===== src/rtl/rbt_pkg.sv =====
`timescale 1ns / 1ps
// ----------------------------------------------------------------------------
// Relative bearing package
// Shared constants, CORDIC arctangent table and the per-cell state type.
// ----------------------------------------------------------------------------
package rbt_pkg;

  localparam int CORDIC_STAGES   = 16;
  localparam int ANGLE_FRAC_BITS = 7;
  localparam int HEADING_FRAC    = 7;
  localparam int TABLE_FRAC      = 16;

  // CORDIC datapath width: |x|,|y| stay below 2^50
  localparam int CW   = 52;
  // angle width, signed, holds +-360 deg
  localparam int ZW   = ANGLE_FRAC_BITS + 11;
  localparam int IDXW = 5;

  localparam int HSHL = (ANGLE_FRAC_BITS >= HEADING_FRAC) ? ANGLE_FRAC_BITS - HEADING_FRAC : 0;
  localparam int HSHR = (ANGLE_FRAC_BITS < HEADING_FRAC) ? HEADING_FRAC - ANGLE_FRAC_BITS : 0;
  localparam int HW   = 16 + HSHL;
  localparam int BW   = ((HW > ZW) ? HW : ZW) + 2;

  localparam int TSH  = TABLE_FRAC - ANGLE_FRAC_BITS;
  localparam int TRND = (TSH > 0) ? (1 << (TSH - 1)) : 0;

  localparam int LAT  = CORDIC_STAGES + 4;

  localparam logic signed [ZW-1:0] ANG_QTR  = ZW'(90)  <<< ANGLE_FRAC_BITS;
  localparam logic signed [ZW-1:0] ANG_HALF = ZW'(180) <<< ANGLE_FRAC_BITS;
  localparam logic signed [ZW-1:0] ANG_3QTR = ZW'(270) <<< ANGLE_FRAC_BITS;
  localparam logic signed [ZW-1:0] ANG_FULL = ZW'(360) <<< ANGLE_FRAC_BITS;

  // atan(2^-i) in degrees, 16 fraction bits
  localparam logic [21:0] ATAN_TABLE [32] = '{
    22'd2949120, 22'd1740967, 22'd919879, 22'd466945,
    22'd234379,  22'd117304,  22'd58666,  22'd29335,
    22'd14668,   22'd7334,    22'd3667,   22'd1833,
    22'd917,     22'd458,     22'd229,    22'd115,
    22'd57,      22'd29,      22'd14,     22'd7,
    22'd4,       22'd2,       22'd1,      22'd0,
    22'd0,       22'd0,       22'd0,      22'd0,
    22'd0,       22'd0,       22'd0,      22'd0
  };

  typedef struct packed {
    logic signed [CW-1:0] x;
    logic signed [CW-1:0] y;
    logic signed [ZW-1:0] z;
    logic                 spec;
    logic signed [ZW-1:0] spec_ang;
    logic [HW-1:0]        hu;
  } cell_t;

  function automatic logic signed [ZW-1:0] atan_entry(input logic [IDXW-1:0] idx);
    logic [22:0]   t;
    logic [ZW-1:0] r;
    t = {1'b0, ATAN_TABLE[idx]} + 23'(TRND);
    r = ZW'(t >> TSH);
    return signed'(r);
  endfunction

endpackage


===== src/rtl/rbt_cordic_cell.sv =====
`timescale 1ns / 1ps
// ----------------------------------------------------------------------------
// CORDIC vectoring cell
// One micro-rotation toward y = 0; side data passes through.
// ----------------------------------------------------------------------------
module rbt_cordic_cell
  import rbt_pkg::*;
(
  input  logic            clk_i,
  input  logic            en_i,
  input  logic [IDXW-1:0] idx_i,
  input  cell_t           cell_i,
  output cell_t           cell_o
);

  cell_t                cell_d, cell_q;
  logic signed [CW-1:0] xs, ys;
  logic signed [ZW-1:0] ang;

  always_comb begin
    xs     = cell_i.x >>> idx_i;
    ys     = cell_i.y >>> idx_i;
    ang    = atan_entry(idx_i);
    cell_d = cell_i;
    if (cell_i.y > 0) begin
      cell_d.x = cell_i.x + ys;
      cell_d.y = cell_i.y - xs;
      cell_d.z = cell_i.z + ang;
    end else begin
      cell_d.x = cell_i.x - ys;
      cell_d.y = cell_i.y + xs;
      cell_d.z = cell_i.z - ang;
    end
  end

  always_ff @(posedge clk_i) begin
    if (en_i) begin
      cell_q <= cell_d;
    end
  end

  assign cell_o = cell_q;

endmodule


===== config.mk =====
export PLATFORM = sky130hd
export DESIGN_NAME = rbt_cordic_cell
export DESIGN_NICKNAME = d
export VERILOG_FILES = /design/src/rtl/rbt_pkg.sv /design/src/rtl/rbt_cordic_cell.sv
export SDC_FILE = /design/constraint.sdc
export NUM_CORES = 1
export LEC_CHECK = 0
export BUFFER_PORTS_ARGS = -buffer_cell sky130_fd_sc_hd__buf_2
export CAP_MARGIN = 30
export CORE_ASPECT_RATIO = 0.9
export CORE_MARGIN = 10
export CORE_UTILIZATION = 50
export CTS_BUF_LIST = sky130_fd_sc_hd__clkbuf_4 sky130_fd_sc_hd__clkbuf_8 sky130_fd_sc_hd__clkbuf_16
export DETAILED_ROUTE_END_ITERATION = 10
export PLACE_DENSITY = 0.71
export RECOVER_POWER = 50
export SYNTH_ARGS = -nofsm -noshare
export SYNTH_HDL_FRONTEND = slang
export SYNTH_SLANG_ARGS = --single-unit

===== constraint.sdc =====
create_clock -name clk_i -period 8.05 [get_ports clk_i]
set_input_delay 0.4025 -clock clk_i [delete_from_list [all_inputs] [get_ports clk_i]]
set_output_delay 0.4025 -clock clk_i [all_outputs]
set_load 0.01 [all_outputs]

==> metrics.txt, run 1 <==
status=finished, violations left; failing checks=capacitance limit, slew limit; Cell Area, Synth=0.0226 mm²; slowest cell delay on critical path=0.74 ns; Req. time, crit path=8.30 ns; Tmin final=7.46 ns; Slew headroom=-2.34; Hold/Removal Path Class=in -> reg; number of global-route vias before repair=22300; Net Count, Synth=2722; layout cell share with drive strength beyond 1=0.220; Post-Route WL=101000 µm; Seq cells post-synth=157; Yosys cell types=96; Root Driver=clkbuf_16; first-pass GRT wire length=148000 µm; Detail Placement HPWL=78700 µm; Top Usage Layer GRT=met2; main flop type after synthesis=edfxtp_1; DR WL/cell=30.4 µm; CTS buffer count=17; nets=3019; RSZ-0062 raised after global routing=false; slowest stage cell, crit path=mux4_1; Worst Hold End=cell_o[29]; die height=222 µm; Worst Setup End Kind=register; crit path DAT=7.71 ns; residual DRC count=0; final period utilization=0.927; Layout Utilization=0.573; Vias=23500; cell count after synthesis=2420; IO Count=321; Yosys warning total=0; row cnt=73; final hold vios=0; dpl cells=3298; CP Max Fanout=59; CTS clk-pin slew, worst paths=0.08 ns; Total GRT Usage=0.359; number of flops mapped to enable cells by yosys=157; gr ovfl total=0; Hold-fix buffers, CTS=0; initial antenna violation count=1; number of nets with antenna violations after routing=0; die width=244 µm; max_cap viols=1; met3 GRT Util=0.116; H-tree levels=4; sequential area share after synthesis=0.209; largest net degree at the start of global routing=82; worst hold path startpoint=cell_i[29]; Area after DPL=0.0250 mm²; maximum vdd drop=0.134 mV; initial cell density of the core=0.508; 1st-pass router iterations=7; design area=0.0255 mm²; highest clock rate=134 MHz; met1 Use GR=0.479; GP Congestion=1.07; Max Slew Vio Count=82; Iter 0 DRT Violations=3239; leakage power=10.2 nW; TritonCTS clock tree=yes; Non-Filler Instances=3330; Avg Vias per Cell=7.05; met2 Track Usage GR=0.528; Setup Fix Bufs, Post-CTS=0; setup TNS=0 ns; CTS resizes=0; Hold Crit Depth=1; Clock Sinks=157; Port Buffers=320; Startpoint Class=input port; max reg flops=157; Die Footprint=0.0541 mm²; Core ar.=0.0445 mm²; power per cell area=188 mW/mm²; Worst-Margin Slew=5.00 ns; ANT cells=0; WHS=0.0740 ns; layout overhead on the synthesized area=12.7%; # setup viols final=0; syn avg cell area=9.34 µm²; CTS max path bufs=2; critical setup path kind=in -> reg; Async S/R FF share, synth=0
==> worst max-delay path: cells and delay by family <==
family,cells,cell delay (ns)
compound gates,10,2.61
xor+xnor,2,0.29
fa+ha+maj,1,0.23
simple gates,7,1.59
mux,2,1.24
buf+inv,4,1.31
==> per-layer routing <==
layer  part of all wire  vias to the layer above
met5                  0                        -
li1                   -                    10000
met4              0.042                        0
met3               0.14                      269
met2               0.43                     1818
met1               0.39                    11400
==> worst max path at each step <==
stage	start	to	slack (ns)	cells past startpoint
floorplan	idx_i[0]	cell_o[102]	1.74	29
global placement	idx_i[0]	cell_o[153]	0.41	26
detailed placement	idx_i[0]	cell_o[155]	0.32	26
CTS	idx_i[0]	cell_o[155]	0.79	26
global route	idx_i[0]	cell_o[155]	0.09	26
finish	idx_i[0]	cell_o[155]	0.59	26
==> cells by family after synthesis <==
family | share of synthesized area
AO/OA/AOI/OAI | 0.206
AND/OR/NAND/NOR | 0.151
multiplexers | 0.236
XOR/XNOR | 0.0786
buffers and inverters | 0.0431
flip-flops | 0.209
adder cells (fa/ha/maj) | 0.0774
==> stage by stage <==
stage | setup WS [ns] | total power [mW]
finish | 0.589 | 4.79
detailed placement | 0.318 | 3.89
floorplan | 1.74 | 2.97
global route | 0.0915 | 5.04
CTS | 0.793 | 4.78
global placement | 0.413 | 3.84
==> power by group <==
part           internal, mW  switching (mW)  total (mW)
Sequential             1.19          0.0501        1.24
Clock                 0.423           0.452       0.875
Combinational          1.05            1.63        2.68
==> synthesized netlist by cell type, drive strengths merged (62+ instances only) <==
cell type	instances	area, µm²
buf	82	547
mux2i	120	1200
a21oi	162	811
xor2	62	543
clkbuf	63	236
edfxtp	157	4710
ha	135	1690
xnor2	141	1230
mux4	145	3290
a21o	70	526
o21ai	138	691
mux2	75	845
nor2	172	651
nand2	199	747
==> layout by cell type (no fill, tap or decap), drive strengths merged, types with 20 or more instances in the layout <==
master	instances
nor2	172
o21ai	138
ha	135
a221oi	30
nand3	48
edfxtp	157
a31oi	36
a21oi	162
mux2i	120
mux2	75
mux4	145
nor4	21
nor3	41
nand2	199
a211oi	22
and3	25
xnor2	141
nor2b	34
clkbuf	140
o22ai	27
a21o	70
inv	59
o21a	33
xor2	62
and2	25
nand4	20
buf	300
nand2b	35
==> final cells by class <==
type	instances	area (µm²)
flip-flops and latches	157	4710
repair buffers	423	2270
clock buffers	17	425
clock inverters	15	188
well taps	600	751
multi-input cells	2067	16900
fillers	4021	19000
inverters	51	191
No activity file was read; power rests on OpenSTA's default activity.
==> run 2: changes to the inputs <==
Settings changed: BUFFER_PORTS_ARGS -buffer_cell sky130_fd_sc_hd__buf_2 to default, DONT_BUFFER_PORTS from default to 1, PLACE_DENSITY 0.71 to default.
==> metrics.txt, run 2 (synthesis results as in run 1) <==
status=complete, no violations; Vias=21500; TritonCTS clock tree=yes; Worst-Margin Slew=1.14 ns; Req. time, crit path=8.30 ns; Setup Fix Bufs, Post-CTS=0; Iter 0 DRT Violations=3198; crit path DAT=7.31 ns; nets=2678; CP Max Fanout=180; Avg Vias per Cell=7.17; maximum vdd drop=0.166 mV; Sw Pwr=1.80 mW; top layer used by detailed routing=met5; critical setup path kind=in -> reg; largest net degree at the start of global routing=181; Flop pwr share=0.323; Total GRT Usage=0.330; final hold vios=0; Root Driver=clkbuf_16; setup TNS=0 ns; Clock Sinks=157; H-tree levels=4; initial cell density of the core=0.508; Port Buffers=0; Post-Route WL=92700 µm; met3 WL post-DR=12400 µm; max reg flops=157; highest clock rate=142 MHz; die height=222 µm; CTS max path bufs=2; switch share=0.417; layout overhead on the synthesized area=5.66%; final period utilization=0.877; layout cell share with drive strength beyond 1=0.144; Layout Utilization=0.537; gr ovfl total=0; number of global-route vias before repair=19700; CTS clk-pin slew, worst paths=0.08 ns; Worst Setup SP=idx_i[0]; # setup viols final=0; Tmin final=7.06 ns; Hold/Removal Path Class=in -> reg; residual DRC count=0; Detail Placement HPWL=71600 µm; IO Count=321; Die Footprint=0.0541 mm²; Max Slew Vio Count=0; DR WL/cell=31.0 µm; first-pass GRT wire length=136000 µm; number of nets with antenna violations after routing=0; CTS buffer count=17; Comb power frac=0.483; Startpoint Class=input port; initial antenna violation count=3; die width=244 µm; Worst Setup End Kind=register; max_cap viols=0; Core ar.=0.0445 mm²; row cnt=73; 1st-pass router iterations=7; P_int=2.52 mW; Fill cells=4035; WL met1=37100 µm; met2 WL=40000 µm; leakage power=9.08 nW; clock power share=0.194; most frequent cells in the layout=nand2_1 (199), nor2_1 (169), a21oi_1 (162); GP Congestion=1.06; RSZ-0062 raised after global routing=false; most common cell after layout, fill and taps aside=nand2_1; CP endpoint=cell_o[102]; power per cell area=181 mW/mm²; Slew headroom=0.237
## run 2: layer usage
| layer | vias up | global-route usage |
|---|---|---|
| met5 | - | 0 |
| met4 | 6 | 0.110 |
| met3 | 214 | 0.110 |
| met2 | 1520 | 0.488 |
| met1 | 10400 | 0.444 |
| li1 | 9319 | - |
## run 2: how the worst min path moves through the flow
stage / start / end / slack (ns) / cells after the start
global route: en_i / cell_o[151] / 0.01 / 0
detailed placement: cell_i[9] / cell_o[9] / 0.50 / 0
finish: en_i / cell_o[154] / 0.02 / 0
global placement: cell_i[11] / cell_o[11] / 0.50 / 0
CTS: en_i / cell_o[151] / 0.002 / 0
floorplan: cell_i[0] / cell_o[0] / 0.50 / 0
## run 2: metrics by stage
step                      cells  total power, mW  cell area [µm²]  setup slack [ns]  hold slack (ns)
final                      2991             4.32            23900             0.992           0.0173
after global routing       2989             4.57            23900             0.904          0.00951
after CTS                  2987             4.31            23900              1.26          0.00186
after detailed placement   2919             3.45            22900             0.712            0.501
after global placement     2918             3.43            22900             0.799            0.501
after floorplan            2420             2.97            22600              1.74            0.501
## run 2: worst max-delay path: stages
cell and delay, ns:
mux4_2 0.61, a21boi_0 0.40, o22ai_1 0.19, a221oi_1 0.47
buf_4 0.23, nand4b_1 0.12, or3_1 0.43, or4_4 0.47
or4_1 0.55, nor2_1 0.16, mux2i_1 0.20, o21ai_0 0.12
buf_4 0.19, ha_1 0.31, a21o_1 0.17, a21o_1 0.16
a21o_1 0.18, or2_2 0.27, a311o_1 0.28, o211ai_1 0.34
nand3_1 0.15, a31oi_1 0.27, o21ai_0 0.18, mux2i_1 0.19
nand2_1 0.08
## run 2: cell type report
type                            instances  area [µm²]  share of cell area
Antenna cell                            2        5.00            0.000210
Clock inverter                         15         166             0.00697
Tap cell                              600         751              0.0314
Clock buffer                           17         425              0.0178
Timing Repair Buffer                   82         703              0.0294
Inverter                               51         191             0.00801
Sequential cell                       157        4710               0.197
Multi-Input combinational cell       2067       16900               0.709
## run 2: what timing repair did
action	4_1_cts	5_1_grt
hold endpoints to repair	39	0
hold buffers	36	0
resized for setup	0	0
## run 2: power by group through the flow
stage                     Sequential [mW]  Clock, mW  Combinational (mW)
after CTS                            1.41      0.854                2.05
after global placement               1.42          0                2.00
final                                1.40      0.839                2.09
after detailed placement             1.43          0                2.02
after floorplan                      1.37          0                1.60
after global routing                 1.42      0.891                2.26
