**src/rtl/rbt_pkg.sv**
```systemverilog
`timescale 1ns / 1ps
// ----------------------------------------------------------------------------
// Relative bearing package
// Shared constants, CORDIC arctangent table and the per-cell state type.
// ----------------------------------------------------------------------------
package rbt_pkg;

  localparam int CORDIC_STAGES   = 16;
  localparam int ANGLE_FRAC_BITS = 7;
  localparam int HEADING_FRAC    = 7;
  localparam int TABLE_FRAC      = 16;

  // CORDIC datapath width: |x|,|y| stay below 2^50
  localparam int CW   = 52;
  // angle width, signed, holds +-360 deg
  localparam int ZW   = ANGLE_FRAC_BITS + 11;
  localparam int IDXW = 5;

  localparam int HSHL = (ANGLE_FRAC_BITS >= HEADING_FRAC) ? ANGLE_FRAC_BITS - HEADING_FRAC : 0;
  localparam int HSHR = (ANGLE_FRAC_BITS < HEADING_FRAC) ? HEADING_FRAC - ANGLE_FRAC_BITS : 0;
  localparam int HW   = 16 + HSHL;
  localparam int BW   = ((HW > ZW) ? HW : ZW) + 2;

  localparam int TSH  = TABLE_FRAC - ANGLE_FRAC_BITS;
  localparam int TRND = (TSH > 0) ? (1 << (TSH - 1)) : 0;

  localparam int LAT  = CORDIC_STAGES + 4;

  localparam logic signed [ZW-1:0] ANG_QTR  = ZW'(90)  <<< ANGLE_FRAC_BITS;
  localparam logic signed [ZW-1:0] ANG_HALF = ZW'(180) <<< ANGLE_FRAC_BITS;
  localparam logic signed [ZW-1:0] ANG_3QTR = ZW'(270) <<< ANGLE_FRAC_BITS;
  localparam logic signed [ZW-1:0] ANG_FULL = ZW'(360) <<< ANGLE_FRAC_BITS;

  // atan(2^-i) in degrees, 16 fraction bits
  localparam logic [21:0] ATAN_TABLE [32] = '{
    22'd2949120, 22'd1740967, 22'd919879, 22'd466945,
    22'd234379,  22'd117304,  22'd58666,  22'd29335,
    22'd14668,   22'd7334,    22'd3667,   22'd1833,
    22'd917,     22'd458,     22'd229,    22'd115,
    22'd57,      22'd29,      22'd14,     22'd7,
    22'd4,       22'd2,       22'd1,      22'd0,
    22'd0,       22'd0,       22'd0,      22'd0,
    22'd0,       22'd0,       22'd0,      22'd0
  };

  typedef struct packed {
    logic signed [CW-1:0] x;
    logic signed [CW-1:0] y;
    logic signed [ZW-1:0] z;
    logic                 spec;
    logic signed [ZW-1:0] spec_ang;
    logic [HW-1:0]        hu;
  } cell_t;

  function automatic logic signed [ZW-1:0] atan_entry(input logic [IDXW-1:0] idx);
    logic [22:0]   t;
    logic [ZW-1:0] r;
    t = {1'b0, ATAN_TABLE[idx]} + 23'(TRND);
    r = ZW'(t >> TSH);
    return signed'(r);
  endfunction

endpackage

```
**src/rtl/rbt_post.sv**
```systemverilog
`timescale 1ns / 1ps
// ----------------------------------------------------------------------------
// Bearing post-processing
// Angle select and wrap, heading subtract, reduction and rounding.
// ----------------------------------------------------------------------------
module rbt_post
  import rbt_pkg::*;
(
  input  logic              clk_i,
  input  logic              en_i,
  input  cell_t             cell_i,
  output logic signed [8:0] bearing_o
);

  localparam logic signed [BW-1:0] FULL_B = BW'(ANG_FULL);
  localparam logic signed [BW-1:0] HALF_B = BW'(ANG_HALF);
  localparam logic [ANGLE_FRAC_BITS-1:0] HALF_FRAC = ANGLE_FRAC_BITS'(1) << (ANGLE_FRAC_BITS - 1);

  logic signed [ZW-1:0] zw, ang;
  logic signed [BW-1:0] diff_d, diff_q;
  logic signed [BW-1:0] b0, b1, b_d, b_q;
  logic signed [BW-1:0] mag;
  logic [8:0]           whole;
  logic signed [8:0]    res, bearing_d, bearing_q;

  // stage 1: angle in [0,360), minus heading
  always_comb begin
    zw = cell_i.z;
    if (zw < 0) begin
      zw = zw + ANG_FULL;
    end
    if (zw >= ANG_FULL) begin
      zw = zw - ANG_FULL;
    end
    ang    = cell_i.spec ? cell_i.spec_ang : zw;
    diff_d = BW'(ang) - signed'(BW'(cell_i.hu));
  end

  // stage 2: heading is below 720 deg, two corrections reach [0,360), then fold to (-180,180]
  always_comb begin
    b0  = (diff_q < 0) ? diff_q + FULL_B : diff_q;
    b1  = (b0 < 0) ? b0 + FULL_B : b0;
    b_d = (b1 > HALF_B) ? b1 - FULL_B : b1;
  end

  // stage 3: round half toward zero, -180 reads as 180
  always_comb begin
    mag   = (b_q < 0) ? -b_q : b_q;
    whole = 9'(mag >>> ANGLE_FRAC_BITS);
    if (mag[ANGLE_FRAC_BITS-1:0] > HALF_FRAC) begin
      whole = whole + 9'd1;
    end
    res       = (b_q < 0) ? -signed'(whole) : signed'(whole);
    bearing_d = (res <= -9'sd180) ? 9'sd180 : res;
  end

  always_ff @(posedge clk_i) begin
    if (en_i) begin
      diff_q    <= diff_d;
      b_q       <= b_d;
      bearing_q <= bearing_d;
    end
  end

  assign bearing_o = bearing_q;

endmodule

```
**config.mk**
```make
export PLATFORM = sky130hd
export DESIGN_NAME = rbt_post
export DESIGN_NICKNAME = d
export VERILOG_FILES = /design/src/rtl/rbt_pkg.sv /design/src/rtl/rbt_post.sv
export SDC_FILE = /design/constraint.sdc
export NUM_CORES = 1
export LEC_CHECK = 0
export BUFFER_PORTS_ARGS = -buffer_cell sky130_fd_sc_hd__buf_2
export CAP_MARGIN = 20
export CORE_MARGIN = 2
export CORE_UTILIZATION = 46
export DETAILED_ROUTE_END_ITERATION = 8
export PLACE_DENSITY = 0.79
export SLEW_MARGIN = 15
export SYNTH_ARGS = -nofsm -noshare
export SYNTH_HDL_FRONTEND = slang
export SYNTH_SLANG_ARGS = --single-unit
```
**constraint.sdc**
```tcl
create_clock -name clk_i -period 4.1 [get_ports clk_i]
set_input_delay 0.615 -clock clk_i [delete_from_list [all_inputs] [get_ports clk_i]]
set_output_delay 0.615 -clock clk_i [all_outputs]
set_load 0.01 [all_outputs]
```
==> flow_metrics.env, run 1 <==
export IMPL_arrival_ns=3.99
export IMPL_worst_path_most_repeated_cell="ha_4"
export IMPL_insertion_delay_ns=0.31
export IMPL_synth_top_area_cell="edfxtp_1"
export IMPL_area_growth_pct=25.7
export IMPL_setup_worst_path_end_class="flop"
export IMPL_fin_crit_ns=3.93
export IMPL_via_count=4174
export IMPL_timing_rr_end="bearing_o[0]$_SDFFCE_PP0P_"
export IMPL_nets=794
export IMPL_wire_per_inst_um=14.0
export IMPL_fin_total_pwr_mw=3.30
export IMPL_grt_usage_pct=19.1
export IMPL_cts_sinks=45
export IMPL_finalWeightedCongestion=0.821
export IMPL_antenna_cells=0
export IMPL_antenna_found_initial=0
export IMPL_timing_final_crit_share_pct=95.7
export IMPL_min_from="diff_q[5]$_DFFE_PP_"
export IMPL_syn_inst=499
export IMPL_vias_per_cell=5.66
export IMPL_slew_headroom_pct=35.2
export IMPL_synth_fp_nets=686
export IMPL_cts_root_buf="clkbuf_8"
export IMPL_synth_enable_flop_cells=45
export IMPL_layout_setup_ws_ns=0.175
export IMPL_overflow=0
export IMPL_stdcell_count=737
export IMPL_slowest_stage="ha_1"
export IMPL_fmax_mhz=255
export IMPL_dp_cells=707
export IMPL_ys_dominant_reg_cell="edfxtp_1"
export IMPL_portBuffers=63
export IMPL_final_antenna_net_count=0
export IMPL_worst_slew_pin_slew_ns=0.973
export IMPL_whs_ns=0.453
export IMPL_drcViolationCount=0
export IMPL_yosysWarnings=0
export IMPL_r2r_cells=15
export IMPL_clock_skew_ns=0.00878
export IMPL_hold_viol=0
export IMPL_crit_chain="buf_2 > ha_4 > mux2_4 > inv_4 > ha_4 > nor4b_4 > and3_4 > o221ai_4 > a21oi_2 > o21a_2 > buf_6 > mux2i_1 > o21ai_1 > ha_1 > nor2b_1 > a31oi_1 > nand3_1 > a41oi_2 > xnor2_1"
export IMPL_whs_endpoint="b_q[5]$_DFFE_PP_"
export IMPL_synth_area_per_cell_um2=8.94
export IMPL_numCtsBuffers=5
export IMPL_grt_first_pass_wirelength_um=16600
export IMPL_core_area_um2=9330
export IMPL_layout_commonest_cell="buf_2"
export IMPL_path_clk_slew_ns=0.10
export IMPL_cts_tree="done"
export IMPL_cts_htree_levels=2
export IMPL_whs_path_depth=0
export IMPL_crit_buf_inv=3
export IMPL_async_reset_ff_share_pct=0
export IMPL_cellLeakagePower_nw=2.37
export IMPL_yosysSeqAreaShare_pct=30.3
export IMPL_dieArea_um2=10500
export IMPL_cap_violations=0
export IMPL_worstPathMaxFanout=4
export IMPL_start_kind="input port"
export IMPL_first_pass_iters=4
export IMPL_pin_count=168
export IMPL_initial_core_util_pct=47.8
export IMPL_syn_area_um2=4460
export IMPL_slew_violations=0
export IMPL_grt_pass1_vias=3969
export IMPL_r2r_slack_ns=0.25
export IMPL_dpl_hpwl_um=7170
export IMPL_clk_path_buf_depth=2
export IMPL_die_height_um=102
export IMPL_final_cell_mix="buf_2, buf_4, edfxtp_1"
export IMPL_setup_violations=0
export IMPL_hp_class="reg2reg"
export IMPL_outcome="completed"
export IMPL_p_per_area_nw_per_um2=589
export IMPL_drtIter0Drc=168
export IMPL_crit_start="cell_i[46]"
export IMPL_synth_top_area_share_pct=30.3
export IMPL_r2r_start="b_q[4]$_DFFE_PP_"
export IMPL_ir_worst_vdd_v=0.000287
export IMPL_drive_above_1_share_pct=28.9
export IMPL_required_ns=4.16
export IMPL_grt_max_degree=46
export IMPL_crit_type="in2reg"
export IMPL_rows=35
export IMPL_synth_area_leaders="edfxtp_1, ha_1, xnor2_1"
export IMPL_critPathMaxStageDelay_ns=0.36
export IMPL_synth_cell_types=69
export IMPL_holdBufCountCts=0
export IMPL_drt_wl_total_um=10300
export IMPL_ys_ff_latch=45
export IMPL_cp_top_family="compound AO/OA/AOI/OAI gates"
export IMPL_die_w_um=102
export IMPL_pre_cts_ws_ns=-0.590
[logic make-up (layout without fill, tap and decap cells)]
group                    Yosys count  after routing  synth area share [%]
XOR/XNOR                          62             62                  12.7
adder cells (fa/ha/maj)           28             28                  8.02
buffers and inverters             59            168                  5.08
AO/OA/AOI/OAI                    128            128                  19.9
flip-flops                        45             45                  30.3
AND/OR/NAND/NOR                  154            154                  18.5
multiplexers                      23             23                  5.55
[per-layer routing]
layer	wire [µm]	share of wire [%]	track usage, %	vias up
met3	518	5.0	2.74	36
met5	0	0	0	-
met1	4040	39	22.0	1929
li1	-	-	-	2048
met4	354	3.4	7.79	0
met2	5400	52	35.2	161
[cells in the mapped netlist (7+ instances only)]
| cell | instances |
|---|---|
| nor2b_1 | 9 |
| o31ai_1 | 7 |
| a21o_1 | 7 |
| nor4_1 | 7 |
| xnor2_1 | 35 |
| nor2_1 | 29 |
| mux2_2 | 10 |
| clkbuf_1 | 12 |
| a21oi_1 | 23 |
| nor3_1 | 14 |
| inv_1 | 42 |
| ha_1 | 27 |
| o21ai_0 | 33 |
| nand2_1 | 36 |
| mux2i_1 | 12 |
| nand3_1 | 12 |
| edfxtp_1 | 45 |
| nand2b_1 | 9 |
| a31oi_1 | 7 |
| xor2_1 | 24 |
[how the worst max path moves through the flow]
stage	depth (start not counted)	to
2_1_floorplan	18	diff_q[13]$_DFFE_PP_
3_3_place_gp	19	diff_q[16]$_DFFE_PP_
3_5_place_dp	19	diff_q[17]$_DFFE_PP_
4_1_cts	19	diff_q[17]$_DFFE_PP_
5_1_grt	19	diff_q[16]$_DFFE_PP_
6_report	19	diff_q[16]$_DFFE_PP_
[report_power, final]
part | total, mW | internal (mW) | switching, mW
Sequential | 0.863 | 0.743 | 0.119
Clock | 0.307 | 0.129 | 0.178
Combinational | 2.13 | 0.998 | 1.14
Total | 3.30 | 1.87 | 1.43
[registers in the layout, summed over array words and instances, names as in the netlist]
signal     count
bearing_o      9
b_q           17
diff_q        19
[repair_timing]
| action | CTS | global route |
|---|---|---|
| setup endpoints to repair | 9 | 15 |
| setup buffers | 11 | 11 |
| pin swaps | 8 | 15 |
| gates resized for setup | 13 | 25 |
[cell type report]
| cell class | instances | area (µm²) |
|---|---|---|
| Tap cell | 129 | 161 |
| Timing Repair Buffer | 118 | 738 |
| Sequential cell | 45 | 1350 |
| Clock buffer | 5 | 68.8 |
| Clock inverter | 3 | 28.8 |
| Fill cell | 764 | 3720 |
| Inverter | 42 | 160 |
| Multi-Input combinational cell | 395 | 3100 |
[per-stage QoR]
step | TNS, ns | utilization, % | instance area (µm²)
after floorplan | 0 | - | 4480
final | 0 | 60.1 | 5610
after detailed placement | -3.54 | 55.0 | 5130
after global routing | -0.0746 | 60.1 | 5610
after CTS | 0 | 57.8 | 5390
after global placement | -2.13 | 55.0 | 5130
Power figures use the tool's default switching activity.
==> run 2: changes to the inputs <==
--- a/config.mk
+++ b/config.mk
@@ -11,6 +11,7 @@
 export CORE_UTILIZATION = 46
 export DETAILED_ROUTE_END_ITERATION = 8
 export PLACE_DENSITY = 0.79
+export REMOVE_ABC_BUFFERS = 1
 export SLEW_MARGIN = 15
 export SYNTH_ARGS = -nofsm -noshare
 export SYNTH_HDL_FRONTEND = slang
==> run 2 against run 1 <==
Non-clock buffer count fell by 5. Critical path depth stayed put. Hold slack got worse by 0.014 ns. Global-route usage shrank 0.91 points. Core utilization increased by 0.11 points. Count of clock-buffer cells in the layout stayed put. Combinational power hardly changed.
==> flow_metrics.env, run 2 (synthesis gave the netlist of run 1 again) <==
export IMPL_outcome="completed"
export IMPL_hp_class="reg2reg"
export IMPL_die_height_um=102
export IMPL_largest_register="diff_q"
export IMPL_grt_max_degree=46
export IMPL_grt_first_pass_wirelength_um=15600
export IMPL_dieArea_um2=10500
export IMPL_grt_pass1_vias=3712
export IMPL_drcViolationCount=0
export IMPL_pin_count=168
export IMPL_cts_root_buf="clkbuf_8"
export IMPL_clk_path_buf_depth=2
export IMPL_slowest_stage="ha_1"
export IMPL_met1_usage_pct=20.3
export IMPL_worst_slew_pin_slew_ns=0.970
export IMPL_drtIter0Drc=128
export IMPL_overflow=0
export IMPL_setup_worst_path_end_class="flop"
export IMPL_slew_violations=0
export IMPL_required_ns=4.16
export IMPL_grt_use_met3_pct=2.67
export IMPL_ir_worst_vdd_v=0.000308
export IMPL_cts_htree_levels=2
export IMPL_cp_top_family="compound AO/OA/AOI/OAI gates"
export IMPL_grt_usage_pct=18.2
export IMPL_cellLeakagePower_nw=2.36
export IMPL_hold_viol=0
export IMPL_clock_skew_ns=0.00947
export IMPL_layout_commonest_cell="buf_2"
export IMPL_fin_total_pwr_mw=3.35
export IMPL_nets=789
export IMPL_cts_sinks=45
export IMPL_finalWeightedCongestion=0.850
export IMPL_timing_final_crit_share_pct=96.6
export IMPL_path_depth=19
export IMPL_drt_wl_total_um=9900
export IMPL_start_kind="input port"
export IMPL_via_count=4034
export IMPL_numCtsBuffers=5
export IMPL_r2r_cells=15
export IMPL_worstPathMaxFanout=5
export IMPL_wire_per_inst_um=13.5
export IMPL_vias_per_cell=5.51
export IMPL_insertion_delay_ns=0.31
export IMPL_crit_chain="buf_2 > ha_4 > mux2_4 > inv_4 > ha_4 > nor4b_4 > and3_4 > o221ai_2 > a21oi_2 > o21a_1 > buf_6 > mux2i_1 > o21ai_0 > ha_1 > nor2b_1 > a31oi_1 > nand3_1 > a41oi_2 > xnor2_1"
export IMPL_critPathMaxStageDelay_ns=0.32
export IMPL_portBuffers=63
export IMPL_antenna_found_initial=0
export IMPL_path_clk_slew_ns=0.09
export IMPL_initial_core_util_pct=47.8
export IMPL_setup_violations=0
export IMPL_die_w_um=102
export IMPL_fmax_mhz=253
export IMPL_slew_headroom_pct=35.3
export IMPL_drive_above_1_share_pct=28.9
export IMPL_fin_crit_ns=3.96
export IMPL_whs_ns=0.440
export IMPL_final_antenna_net_count=0
export IMPL_met2_usage_pct=34.6
export IMPL_crit_buf_inv=3
export IMPL_core_area_um2=9330
export IMPL_fin_util_pct=60.2
export IMPL_crit_type="in2reg"
export IMPL_busiest_layer="met2"
export IMPL_cts_tree="done"
export IMPL_largest_reg_flops=19
export IMPL_dpl_hpwl_um=7360
export IMPL_antenna_cells=0
export IMPL_rows=35
export IMPL_arrival_ns=4.02
export IMPL_whs_path_depth=0
export IMPL_tns_ns=0
export IMPL_first_pass_iters=5
export IMPL_area_growth_pct=25.9
export IMPL_p_per_area_nw_per_um2=596
export IMPL_holdBufCountCts=0
export IMPL_cap_violations=0
export IMPL_final_cell_mix="buf_2, buf_4, edfxtp_1"
export IMPL_worst_path_most_repeated_cell="ha_4"
-- run 2: cell types whose count changed in the layout (fill, tap and decap cells not counted), moves of 2 or more --
cell	delta
buf_4	-5
inv_6	-2
o21ai_0	+2
o21ai_1	-2
xor2_2	+2
-- run 2: what timing repair did --
item | CTS | global route
pin swaps | 9 | 24
resized for setup | 11 | 34
endpoints found under the setup margin | 9 | 16
setup buffers | 1 | 13
gates cloned | 0 | 0
-- run 2: area by class of cell --
class,count,area (µm²)
well taps,129,161
multi-input cells,395,3130
clock buffers,5,68.8
fillers,755,3710
clock inverters,3,50.0
flip-flops and latches,45,1350
inverters,42,160
repair buffers,113,694
-- run 2: stage by stage --
stage	worst slack, ns	cell area, µm²	instances
2_1_floorplan	-0.109	4390	482
6_report	0.141	5620	732
3_3_place_gp	-0.610	5140	710
4_1_cts	0.00610	5330	719
3_5_place_dp	-0.754	5140	710
5_1_grt	-0.0362	5620	732
-- run 2: final timing paths --
check / endpoint / from / slack (ns)
min reg2reg: b_q[6]$_DFFE_PP_ / diff_q[6]$_DFFE_PP_ / 0.44
max: diff_q[16]$_DFFE_PP_ / cell_i[45] / 0.14
max reg2reg: bearing_o[3]$_SDFFCE_PP0P_ / b_q[4]$_DFFE_PP_ / 0.19
min: b_q[6]$_DFFE_PP_ / diff_q[6]$_DFFE_PP_ / 0.44
-- run 2: metal layers --
metal | part of all wire, % | wire length (µm)
met5 | 0 | 0
met2 | 54 | 5330
met1 | 39 | 3850
met3 | 5.0 | 491
met4 | 2.2 | 217
-- run 2: where the power goes --
part | internal (mW) | switching, mW
clock | 0.187 | 0.165
sequential | 0.743 | 0.122
combinational | 0.994 | 1.14
total | 1.92 | 1.42
==> run 3: changes to the inputs <==
--- a/config.mk
+++ b/config.mk
@@ -7,12 +7,10 @@
 export LEC_CHECK = 0
 export BUFFER_PORTS_ARGS = -buffer_cell sky130_fd_sc_hd__buf_2
 export CAP_MARGIN = 20
-export CORE_MARGIN = 2
 export CORE_UTILIZATION = 46
 export DETAILED_ROUTE_END_ITERATION = 8
 export PLACE_DENSITY = 0.79
 export REMOVE_ABC_BUFFERS = 1
-export SLEW_MARGIN = 15
 export SYNTH_ARGS = -nofsm -noshare
 export SYNTH_HDL_FRONTEND = slang
 export SYNTH_SLANG_ARGS = --single-unit
==> run 3 against run 2 <==
First-iteration DRC count up 23%. Sequential share of layout area is essentially flat. Combinational power about the same. Critical endpoint is now diff_q[13]$_DFFE_PP_. Final cell count up 0.82%. Global-route usage is 0.87 points higher. Flip-flop and latch count stayed put. Highest routed layer unchanged. Die area fell by 3.9%.
==> flow_metrics.env, run 3 (synthesis gave the netlist of run 1 again) <==
export IMPL_ir_worst_vdd_v=0.000278
export IMPL_worstPathMaxFanout=3
export IMPL_grt_usage_pct=19.1
export IMPL_dieArea_um2=10100
export IMPL_crit_type="in2reg"
export IMPL_numCtsBuffers=5
export IMPL_die_height_um=100
export IMPL_hp_class="reg2reg"
export IMPL_whs_endpoint="b_q[6]$_DFFE_PP_"
export IMPL_clk_path_buf_depth=2
export IMPL_overflow=0
export IMPL_min_from="diff_q[6]$_DFFE_PP_"
export IMPL_grt_first_pass_wirelength_um=15700
export IMPL_final_antenna_net_count=0
export IMPL_antenna_cells=0
export IMPL_path_clk_slew_ns=0.10
export IMPL_vias_per_cell=5.55
export IMPL_drt_wl_total_um=9780
export IMPL_whs_path_depth=0
export IMPL_outcome="completed"
export IMPL_cts_htree_levels=2
export IMPL_die_w_um=100
export IMPL_clock_skew_ns=0.0147
export IMPL_first_pass_iters=4
export IMPL_pin_count=168
export IMPL_hold_viol=0
export IMPL_rows=35
export IMPL_cts_sinks=45
export IMPL_timing_rr_end="bearing_o[3]$_SDFFCE_PP0P_"
export IMPL_cts_root_buf="clkbuf_8"
export IMPL_r2r_start="b_q[4]$_DFFE_PP_"
export IMPL_tns_ns=0
export IMPL_p_per_area_nw_per_um2=590
export IMPL_drive_above_1_share_pct=29.1
export IMPL_r2r_slack_ns=0.23
export IMPL_worst_slew_pin_slew_ns=0.950
export IMPL_slew_headroom_pct=36.6
export IMPL_dpl_hpwl_um=7260
export IMPL_fin_crit_ns=4.07
export IMPL_grt_max_degree=46
export IMPL_nets=795
export IMPL_initial_core_util_pct=47.8
export IMPL_cap_violations=0
export IMPL_fmax_mhz=246
export IMPL_wire_per_inst_um=13.3
export IMPL_cts_tree="done"
export IMPL_largest_reg_flops=19
export IMPL_final_cell_mix="buf_2, buf_4, edfxtp_1"
export IMPL_whs_ns=0.448
export IMPL_holdBufCountCts=0
export IMPL_core_area_um2=9330
export IMPL_finalWeightedCongestion=0.884
export IMPL_setup_violations=0
export IMPL_drcViolationCount=0
export IMPL_portBuffers=63
export IMPL_largest_register="diff_q"
export IMPL_drtIter0Drc=157
export IMPL_fill_cells=743
export IMPL_area_growth_pct=25.9
export IMPL_setup_worst_path_end_class="flop"
export IMPL_via_count=4097
export IMPL_slew_violations=0
export IMPL_layout_commonest_cell="buf_2"
export IMPL_r2r_cells=13
export IMPL_timing_final_crit_share_pct=99.3
export IMPL_antenna_found_initial=0
export IMPL_required_ns=4.15
export IMPL_fin_util_pct=60.2
export IMPL_start_kind="input port"
export IMPL_arrival_ns=4.13
export IMPL_insertion_delay_ns=0.31
export IMPL_grt_pass1_vias=3889
export IMPL_cellLeakagePower_nw=2.39
## run 3: cell count changes in the layout (fill, tap and decap cells not counted), sizes merged
cell / previous run / this run
buf: 113 / 119
## run 3: how the worst max path moves through the flow
stage | end | slack, ns | startpoint | cells past startpoint
floorplan | diff_q[17]$_DFFE_PP_ | -0.11 | cell_i[45] | 18
global placement | diff_q[17]$_DFFE_PP_ | -0.63 | cell_i[45] | 19
detailed placement | diff_q[17]$_DFFE_PP_ | -0.78 | cell_i[45] | 19
CTS | diff_q[13]$_DFFE_PP_ | 0.006 | cell_i[45] | 20
global route | diff_q[13]$_DFFE_PP_ | -0.10 | cell_i[45] | 19
finish | diff_q[13]$_DFFE_PP_ | 0.03 | cell_i[45] | 19
## run 3: repair_timing
action	in CTS	in global routing
setup endpoints to repair	8	15
pin swaps	5	20
resized for setup	9	29
cloned	0	0
buffers inserted	5	12
## run 3: per-layer routing
| layer | wire (µm) | global-route usage [%] |
|---|---|---|
| met5 | 0 | 0 |
| met4 | 269 | 8.58 |
| met3 | 326 | 3.05 |
| met2 | 5220 | 36.9 |
| met1 | 3960 | 20.1 |
## run 3: layout make-up
class | instances | area, µm² | area share [%]
Clock buffer | 5 | 68.8 | 1.23
Clock inverter | 3 | 50.0 | 0.891
Inverter | 42 | 160 | 2.85
Multi-Input combinational cell | 395 | 3090 | 55.0
Sequential cell | 45 | 1350 | 24.1
Tap cell | 129 | 161 | 2.87
Timing Repair Buffer | 119 | 736 | 13.1
## run 3: critical path, cell delays in order
cell	delay, ns
buf_2	0.12
ha_4	0.22
mux2_4	0.28
inv_4	0.07
ha_4	0.13
nor4b_4	0.20
and3_4	0.23
o221ai_2	0.10
a21oi_2	0.19
o21a_1	0.20
xnor2_1	0.13
o21ai_1	0.09
ha_1	0.32
and3_4	0.17
a311oi_2	0.32
nand2_1	0.12
a21o_1	0.21
a211oi_1	0.31
nor3_1	0.09
## run 3: metrics by stage
step                total power, mW  area (µm²)  worst slack [ns]  cells
finish                         3.31        5620            0.0274    738
global route                   3.56        5620            -0.104    738
CTS                            3.14        5370           0.00618    726
detailed placement             2.73        5160            -0.777    713
global placement               2.64        5160            -0.631    713
floorplan                      2.28        4390            -0.109    482
## run 3: where the power goes
part | switching, mW | internal [mW] | leakage (nW) | total, mW
Sequential | 0.116 | 0.743 | 0.441 | 0.859
Combinational | 1.13 | 0.970 | 1.89 | 2.10
Clock | 0.167 | 0.187 | 0.0603 | 0.354
Total | 1.41 | 1.90 | 2.39 | 3.31
